## src/design/pic_pkg.sv

```systemverilog
`timescale 1ns / 1ps
`default_nettype none

package pic_pkg;

   // Operation codes carried in the mode field of a request.
   localparam logic [2:0] MODE_WRITE = 3'd0;
   localparam logic [2:0] MODE_READ  = 3'd1;
   localparam logic [2:0] MODE_RAISE = 3'd2;
   localparam logic [2:0] MODE_LOWER = 3'd3;
   localparam logic [2:0] MODE_ACK   = 3'd4;

   // Configuration register indexes.
   localparam logic CSR_IS_MASTER = 1'b0;
   localparam logic CSR_HAS_SLAVE = 1'b1;

   // One request as it arrives on the input channel.
   typedef struct packed {
      logic [2:0] mode;
      logic       port;
      logic [7:0] wdata;
      logic [2:0] pin;
   } req_type;

   // One result as it leaves on the output channel.
   typedef struct packed {
      logic [7:0] rdata;
      logic       int_pulse;
      logic [7:0] vector;
      logic       from_slave;
   } rsp_type;

   // Static configuration shared by the top level and the core.
   typedef struct packed {
      logic is_master;
      logic has_slave;
   } cfg_type;

endpackage

`default_nettype wire

```

## src/design/pic_core.sv

```systemverilog
`timescale 1ns / 1ps
`default_nettype none

module pic_core (
   input  wire logic             clock,
   input  wire logic             reset,
   input  wire logic             advance,
   input  wire pic_pkg::req_type item,
   input  wire pic_pkg::cfg_type cfg,
   output pic_pkg::rsp_type      result
);
   import pic_pkg::*;

   // Init-word sequencer steps.
   localparam logic [1:0] STEP_IDLE  = 2'd0;
   localparam logic [1:0] STEP_ICW2  = 2'd1;
   localparam logic [1:0] STEP_ICW3  = 2'd2;
   localparam logic [1:0] STEP_ICW4  = 2'd3;

   // OCW2 subcommands that are acted on.
   localparam logic [2:0] OCW2_NONSPECIFIC_EOI = 3'd1;
   localparam logic [2:0] OCW2_SPECIFIC_EOI    = 3'd3;

   logic [7:0] irr_ff, irr_in;
   logic [7:0] isr_ff, isr_in;
   logic [7:0] imr_ff, imr_in;
   logic [7:0] level_ff, level_in;
   logic       read_irr_ff, read_irr_in;
   logic [1:0] step_ff, step_in;
   logic       cascade_ff, cascade_in;
   logic       want_icw4_ff, want_icw4_in;
   logic       auto_eoi_ff, auto_eoi_in;
   logic [7:0] base_ff, base_in;
   logic [7:0] map_ff, map_in;

   logic [7:0] pin_bit;
   logic [2:0] ack_line;
   logic [7:0] ack_bit;
   logic [2:0] eoi_line;

   // Highest set line; an empty word gives line 0.
   function automatic logic [2:0] top_line(input logic [7:0] v);
      logic [2:0] n;
      n = 3'd0;
      for (int i = 0; i < 8; i++) begin
         if (v[i]) begin
            n = 3'(i);
         end
      end
      return n;
   endfunction

   // After an end of interrupt, the highest pending request may signal.
   function automatic logic signal_after_eoi(input logic [7:0] irr, input logic [7:0] isr);
      return (irr != 8'd0) && ((isr >> top_line(irr)) == 8'd0);
   endfunction

   assign pin_bit  = 8'b0000_0001 << item.pin;
   assign ack_line = top_line(irr_ff);
   assign ack_bit  = 8'b0000_0001 << ack_line;
   assign eoi_line = (item.wdata[7:5] == OCW2_SPECIFIC_EOI) ? item.wdata[2:0] : top_line(isr_ff);

   // Next state and result for the request in the input register.
   always_comb begin
      irr_in       = irr_ff;
      isr_in       = isr_ff;
      imr_in       = imr_ff;
      level_in     = level_ff;
      read_irr_in  = read_irr_ff;
      step_in      = step_ff;
      cascade_in   = cascade_ff;
      want_icw4_in = want_icw4_ff;
      auto_eoi_in  = auto_eoi_ff;
      base_in      = base_ff;
      map_in       = map_ff;
      result       = '0;
      unique case (item.mode)
         MODE_WRITE: begin
            if (!item.port) begin
               if (item.wdata[4]) begin
                  // ICW1 restarts the init sequence.
                  imr_in       = 8'd0;
                  cascade_in   = ~item.wdata[1];
                  want_icw4_in = item.wdata[0];
                  if (!item.wdata[0]) begin
                     auto_eoi_in = 1'b0;
                  end
                  step_in = STEP_ICW2;
               end else if (!item.wdata[3]) begin
                  // OCW2: only the two end-of-interrupt commands act.
                  if (item.wdata[7:5] == OCW2_NONSPECIFIC_EOI ||
                      item.wdata[7:5] == OCW2_SPECIFIC_EOI) begin
                     isr_in = isr_ff & ~(8'b0000_0001 << eoi_line);
                     result.int_pulse = signal_after_eoi(irr_ff, isr_in);
                  end
               end else if (item.wdata[1]) begin
                  // OCW3 read register select.
                  read_irr_in = item.wdata[0];
               end
            end else begin
               unique case (step_ff)
                  STEP_IDLE: begin
                     imr_in = item.wdata;
                  end
                  STEP_ICW2: begin
                     base_in = {item.wdata[7:3], 3'b000};
                     if (cascade_ff) begin
                        step_in = STEP_ICW3;
                     end else begin
                        map_in  = 8'd0;
                        step_in = STEP_IDLE;
                     end
                  end
                  STEP_ICW3: begin
                     map_in  = cfg.is_master ? item.wdata : {5'b00000, item.wdata[2:0]};
                     step_in = want_icw4_ff ? STEP_ICW4 : STEP_IDLE;
                  end
                  default: begin
                     auto_eoi_in = item.wdata[1];
                     step_in     = STEP_IDLE;
                  end
               endcase
            end
         end
         MODE_READ: begin
            if (!item.port) begin
               result.rdata = read_irr_ff ? irr_ff : isr_ff;
            end else begin
               result.rdata = imr_ff;
            end
         end
         MODE_RAISE: begin
            // Only a rising edge on an unmasked line latches a request.
            if ((level_ff & pin_bit) == 8'd0 && (imr_ff & pin_bit) == 8'd0) begin
               irr_in = irr_ff | pin_bit;
               result.int_pulse = (isr_ff >> item.pin) == 8'd0;
            end
            level_in = level_ff | pin_bit;
         end
         MODE_LOWER: begin
            level_in = level_ff & ~pin_bit;
         end
         MODE_ACK: begin
            irr_in = irr_ff & ~ack_bit;
            if (auto_eoi_ff) begin
               isr_in = isr_ff & ~ack_bit;
               result.int_pulse = signal_after_eoi(irr_in, isr_in);
            end else begin
               isr_in = isr_ff | ack_bit;
            end
            if (cfg.has_slave && (map_ff & ack_bit) != 8'd0) begin
               result.from_slave = 1'b1;
            end else begin
               result.vector = base_ff | {5'b00000, ack_line};
            end
         end
         default: begin
         end
      endcase
   end

   // Controller state, committed when the result moves on.
   always_ff @(posedge clock) begin
      if (reset) begin
         irr_ff       <= 8'd0;
         isr_ff       <= 8'd0;
         imr_ff       <= 8'd0;
         level_ff     <= 8'd0;
         read_irr_ff  <= 1'b1;
         step_ff      <= STEP_IDLE;
         cascade_ff   <= 1'b0;
         want_icw4_ff <= 1'b0;
         auto_eoi_ff  <= 1'b0;
         base_ff      <= 8'd0;
         map_ff       <= 8'd0;
      end else if (advance) begin
         irr_ff       <= irr_in;
         isr_ff       <= isr_in;
         imr_ff       <= imr_in;
         level_ff     <= level_in;
         read_irr_ff  <= read_irr_in;
         step_ff      <= step_in;
         cascade_ff   <= cascade_in;
         want_icw4_ff <= want_icw4_in;
         auto_eoi_ff  <= auto_eoi_in;
         base_ff      <= base_in;
         map_ff       <= map_in;
      end
   end

endmodule

`default_nettype wire

```

## src/design/programmable_interrupt_controller.sv

```systemverilog
// Eight-line interrupt controller with fixed priority (line 7 highest).
// Requests arrive on the req_ channel (valid/ready): a register write or
// read at port 0 or 1, a pin raise, a pin lower, or an acknowledge. Each
// request yields exactly one result on the rsp_ channel carrying read data,
// the interrupt pulse, the vector and the cascade flag.
// A request is captured in an input register and, once the result
// register is free or being drained, evaluated against the controller
// state and written to the result register.
// One request per cycle is accepted while rsp_ready stays high; the path
// between registers is the 8-bit priority encode and the core state update.
// When the receiver holds rsp_ready low, the result register holds its
// value and the input register keeps the next request, so req_ready drops
// once both are full and rises again as soon as the result is taken.
// Reset (synchronous, active high) empties both registers, restores the
// controller state and sets the configuration to master without slave.
// The csr_ port writes is_master (index 0) or has_slave (index 1).
`timescale 1ns / 1ps
`default_nettype none

module programmable_interrupt_controller (
   input  wire logic             clock,
   input  wire logic             reset,
   input  wire logic             req_valid,
   output logic                  req_ready,
   input  wire pic_pkg::req_type req_payload,
   output logic                  rsp_valid,
   input  wire logic             rsp_ready,
   output pic_pkg::rsp_type      rsp_payload,
   input  wire logic             csr_write_enable,
   input  wire logic             csr_index,
   input  wire logic             csr_write_data
);
   import pic_pkg::*;

   logic    in_valid_ff;
   req_type in_item_ff;
   logic    out_valid_ff;
   rsp_type out_item_ff;
   cfg_type cfg_ff;
   rsp_type core_result;
   logic    advance;

   // The request moves on when the result register is free or being drained.
   assign advance   = in_valid_ff && (!out_valid_ff || rsp_ready);
   assign req_ready = !in_valid_ff || advance;

   // Configuration registers.
   always_ff @(posedge clock) begin
      if (reset) begin
         cfg_ff.is_master <= 1'b1;
         cfg_ff.has_slave <= 1'b0;
      end else if (csr_write_enable) begin
         if (csr_index == CSR_IS_MASTER) begin
            cfg_ff.is_master <= csr_write_data;
         end
         if (csr_index == CSR_HAS_SLAVE) begin
            cfg_ff.has_slave <= csr_write_data;
         end
      end
   end

   // Input register.
   always_ff @(posedge clock) begin
      if (reset) begin
         in_valid_ff <= 1'b0;
      end else if (req_ready) begin
         in_valid_ff <= req_valid;
      end
   end

   always_ff @(posedge clock) begin
      if (req_ready && req_valid) begin
         in_item_ff <= req_payload;
      end
   end

   pic_core u_core (
      .clock   (clock),
      .reset   (reset),
      .advance (advance),
      .item    (in_item_ff),
      .cfg     (cfg_ff),
      .result  (core_result)
   );

   // Result register.
   always_ff @(posedge clock) begin
      if (reset) begin
         out_valid_ff <= 1'b0;
      end else if (advance) begin
         out_valid_ff <= 1'b1;
      end else if (rsp_ready) begin
         out_valid_ff <= 1'b0;
      end
   end

   always_ff @(posedge clock) begin
      if (advance) begin
         out_item_ff <= core_result;
      end
   end

   assign rsp_valid   = out_valid_ff;
   assign rsp_payload = out_item_ff;

endmodule

`default_nettype wire

```

## config.mk

```make
export PLATFORM = sky130hd
export DESIGN_NAME = programmable_interrupt_controller
export DESIGN_NICKNAME = d
export VERILOG_FILES = /design/src/design/pic_pkg.sv /design/src/design/pic_core.sv /design/src/design/programmable_interrupt_controller.sv
export SDC_FILE = /design/constraint.sdc
export NUM_CORES = 1
export LEC_CHECK = 0
export BUFFER_PORTS_ARGS = -buffer_cell sky130_fd_sc_hd__buf_2
export CAP_MARGIN = 0
export CORE_ASPECT_RATIO = 1.1
export CORE_MARGIN = 3
export CORE_UTILIZATION = 50
export DETAILED_ROUTE_END_ITERATION = 7
export PLACE_DENSITY = 0.69
export SYNTH_ARGS = -nofsm -noshare
export SYNTH_HDL_FRONTEND = slang
export SYNTH_HIERARCHICAL = 1
export SYNTH_SLANG_ARGS = --single-unit
```

## constraint.sdc

```tcl
create_clock -name clock -period 3.2 [get_ports clock]
set_clock_uncertainty 0.1 [all_clocks]
set_input_delay 0.48 -clock clock [delete_from_list [all_inputs] [get_ports clock]]
set_output_delay 0.48 -clock clock [all_outputs]
set_load 0.01 [all_outputs]
```

==> impl_metrics.csv <==
group,metric,value,unit
place,post-dp-hpwl,8440,µm
global_routing,first_global_vias,3884,
yosys,yosysWarningCount,6,
sta,setup-tns-final,0,ns
floorplan,placement_rows,36,
global_routing,groute.layer.met2.usage,37.6,%
floorplan,die_width,98.2,µm
sta,finalHoldViolations,0,
layout,fillerInstances,809,
min_path,min-delay-start,"req_payload[0]",
run_status,outcome,"finished clean",
power,power.leakage,1.79,nW
setup_path,critPathLaunchType,"flop",
place,gp_routability_congestion,0.886,
routing,postRouteAntennaNets,0,
floorplan,num_io_pins,42,
setup_path,crit_path_end_kind,"flop",
min_path,path_type_of_the_worst_min_delay_path,"input pin to flop",
min_path,hold_depth,1,
clock_tree,cts_resized,0,
layout,drive_gt1_share,15.3,%
global_routing,gr-usage-met1,32.2,%
power,max-vdd-ir-drop,0.000348,V
global_routing,grt_first_pass_wirelength,19700,µm
routing,detail_route.wirelength,12200,µm
routing,wire_per_inst,18.1,µm
setup_path,critical_path.reg2reg.startpoint,"u_core/irr_ff[4]$_SDFFE_PP0P_",
yosys,postSynth.topFlopCell,"dfxtp_1",
floorplan,core_area,8960,µm²
global_routing,grt_busiest_layer,"met2",
yosys,seq_area_frac_synth,44.8,%
setup_path,crit_required,3.21,ns
clock_tree,ctsRootBufferMaster,"clkbuf_8",
min_path,hold_end,"in_item_ff[0]$_DFFE_PP_",
yosys,syn_avg_cell_area,8.74,µm²
clock_tree,clock_sinks,88,
routing,dr.pass1.iters,6,
yosys,synth_most_common_cell,"a21oi_1",
run,timing.max_cap.violations,0,
power,cellPowerDensity,414,nW/µm²
setup_path,cp_max_fo,17,
routing,drtIter0Drc,440,
clock_tree,clock_tree_from_tritoncts,"done",
clock_tree,ctsLongestPathBuffers,2,
yosys,synth-async-reset-ratio,0,%
setup_path,critical-path-slowest-cell,"dfxtp_1",
sta,relative_max_transition_margin,38.0,%
sta,period_share,78.5,%
layout,fin_util,56.8,%
setup_path,crit_chain,"nor4_2 -> nand2_1 -> or3_1 -> nand2_1 -> o21ai_0 -> o21ai_0 -> o221ai_2",
setup_path,r2r_cells,7,
setup_path,ff2ff_setup_slack,0.69,ns
yosys,synth_commonest_cells,"a21oi_1 (61), nand2_1 (60), dfxtp_1 (55), nor2_1 (55), edfxtp_1 (33)",
routing,vias,4175,
clock_tree,clock_tree.htree_level_count,3,
floorplan,initial_core_utilization,52.1,%
routing,drt_drc_violations_left,0,
sta,final-max-slew-violation-count,0,
layout,number_of_antenna_cells_inserted,0,
yosys,post_synth_instance_area,4670,µm²
yosys,synthDominantCellAreaShare,23.6,%
clock_tree,holdBufCountCts,0,
yosys,mappedNetlistNets,561,
global_routing,gr-usage-all-layers,23.5,%
sta,setup_violations,0,
sta,grt_setup_unrepaired,"false",
clock_tree,clock_insertion_delay_worst_skew,0.37,ns
sta,finalCriticalPeriod,2.51,ns
layout,final_net_count,582,
clock_tree,postCtsSetupRepairBufs,0,
place,port-buffer-count,41,
sta,timing_worst_slew_pin_value,0.930,ns
setup_path,worst_r2r_endpoint,"rsp_payload[9]$_DFFE_PP_",
routing,via_per_inst,6.19,
setup_path,worst-setup-path-type,"flop to flop",
sta,clock.fmax,398,MHz
global_routing,grt_start_max_net_pins,47,
yosys,synth_area_leader_cell,"dfxtp_1",
clock_tree,clk_transition_reported_paths,0.09,ns
setup_path,worst_path_largest_cell_delay,0.55,ns
global_routing,grt.met3_usage,4.28,%
global_routing,grt_antenna_before_repair,0,
floorplan,floorplan.die.height,107,µm
layout,area_growth_syn_to_layout,8.86,%
yosys,yosys_register_bits,88,
yosys,synth.top_cells.by_area,"dfxtp_1 (24%), edfxtp_1 (21%), a21oi_1 (6.5%)",
clock_tree,inserted_clock_buffers,9,
yosys,synth-edff-count,33,
setup_path,worst_ep_arrival_time,2.52,ns
yosys,synthCells,535,
floorplan,floorplan.die_area,10500,µm²
global_routing,grt_residual_overflow,0,
yosys,synthDistinctLibCells,68,
[where the power goes]
| group | switching (mW) | leakage, nW | internal [mW] | total (mW) |
|---|---|---|---|---|
| sequential | 0.0449 | 0.762 | 1.19 | 1.23 |
| clock | 0.430 | 0.0854 | 0.290 | 0.720 |
| combinational | 0.0927 | 0.940 | 0.0587 | 0.151 |
[how the worst max path moves through the flow]
| stage | startpoint | endpoint | slack, ns |
|---|---|---|---|
| after global routing | u_core/irr_ff[4]$_SDFFE_PP0P_ | rsp_payload[9]$_DFFE_PP_ | 0.55 |
| after detailed placement | u_core/irr_ff[4]$_SDFFE_PP0P_ | rsp_payload[9]$_DFFE_PP_ | 0.74 |
| after global placement | u_core/irr_ff[4]$_SDFFE_PP0P_ | rsp_payload[9]$_DFFE_PP_ | 0.76 |
| after floorplan | rsp_ready | u_core/base_ff[5]$_SDFFE_PP0P_ | 0.56 |
| final | u_core/irr_ff[4]$_SDFFE_PP0P_ | rsp_payload[9]$_DFFE_PP_ | 0.69 |
| after CTS | u_core/irr_ff[4]$_SDFFE_PP0P_ | rsp_payload[9]$_DFFE_PP_ | 0.73 |
[logic make-up after synthesis]
| group | Yosys count | synth area share (%) |
|---|---|---|
| simple gates | 207 | 22.6 |
| compound gates | 166 | 23.2 |
| flops | 88 | 44.8 |
| buf+inv | 54 | 5.01 |
| mux | 16 | 3.43 |
| fa+ha+maj | 4 | 1.07 |
[area by class of cell]
| cell class | count | area (µm²) | area share, % |
|---|---|---|---|
| Clock inverter | 7 | 56.3 | 1.11 |
| Sequential cell | 88 | 2090 | 41.1 |
| Multi-Input combinational cell | 393 | 2350 | 46.2 |
| Inverter | 14 | 52.6 | 1.03 |
| Timing Repair Buffer | 50 | 273 | 5.36 |
| Tap cell | 114 | 143 | 2.80 |
| Clock buffer | 9 | 124 | 2.43 |
[metrics by stage]
stage / hold WS [ns] / total power, mW / instances / instance area (µm²) / worst slack [ns]
2_1_floorplan: 0.327 / 1.35 / 535 / 4670 / 0.557
3_3_place_gp: 0.345 / 1.40 / 659 / 4910 / 0.757
3_5_place_dp: 0.345 / 1.41 / 659 / 4910 / 0.741
4_1_cts: 0.170 / 2.11 / 675 / 5090 / 0.734
5_1_grt: 0.167 / 2.18 / 675 / 5090 / 0.554
6_report: 0.183 / 2.10 / 675 / 5090 / 0.689
[placed cells by master (no fill, tap or decap), types with 4 or more instances in the layout]
cell	Yosys	routed
a211oi_1	17	17
a21o_1	4	4
a21oi_1	61	61
a311oi_1	5	5
and2_1	8	8
and3_1	4	4
buf_2	9	41
buf_4	3	9
clkbuf_8	0	9
dfxtp_1	55	55
edfxtp_1	33	33
ha_1	4	4
inv_1	14	14
mux2i_1	16	16
nand2_1	60	60
nand2b_1	6	6
nand3_1	24	24
nand3b_1	5	5
nand4_1	9	9
nor2_1	55	55
nor2b_1	8	8
nor3_1	6	6
nor3b_1	4	4
o21ai_0	32	32
[critical path, delay by kind of cell (launching register included)]
kind,cells,cell delay (ns)
AOI/OAI and AO/OA,3,0.48
and+or+nand+nor,4,1.12
DFF,1,0.55
[metal layers]
| layer | vias to the layer above | share of wire [%] |
|---|---|---|
| met5 | - | 0 |
| met4 | 0 | 1.8 |
| met3 | 28 | 6.4 |
| met2 | 169 | 48 |
| met1 | 1984 | 44 |
| li1 | 1994 | - |
(Power assumes the default switching activity.)
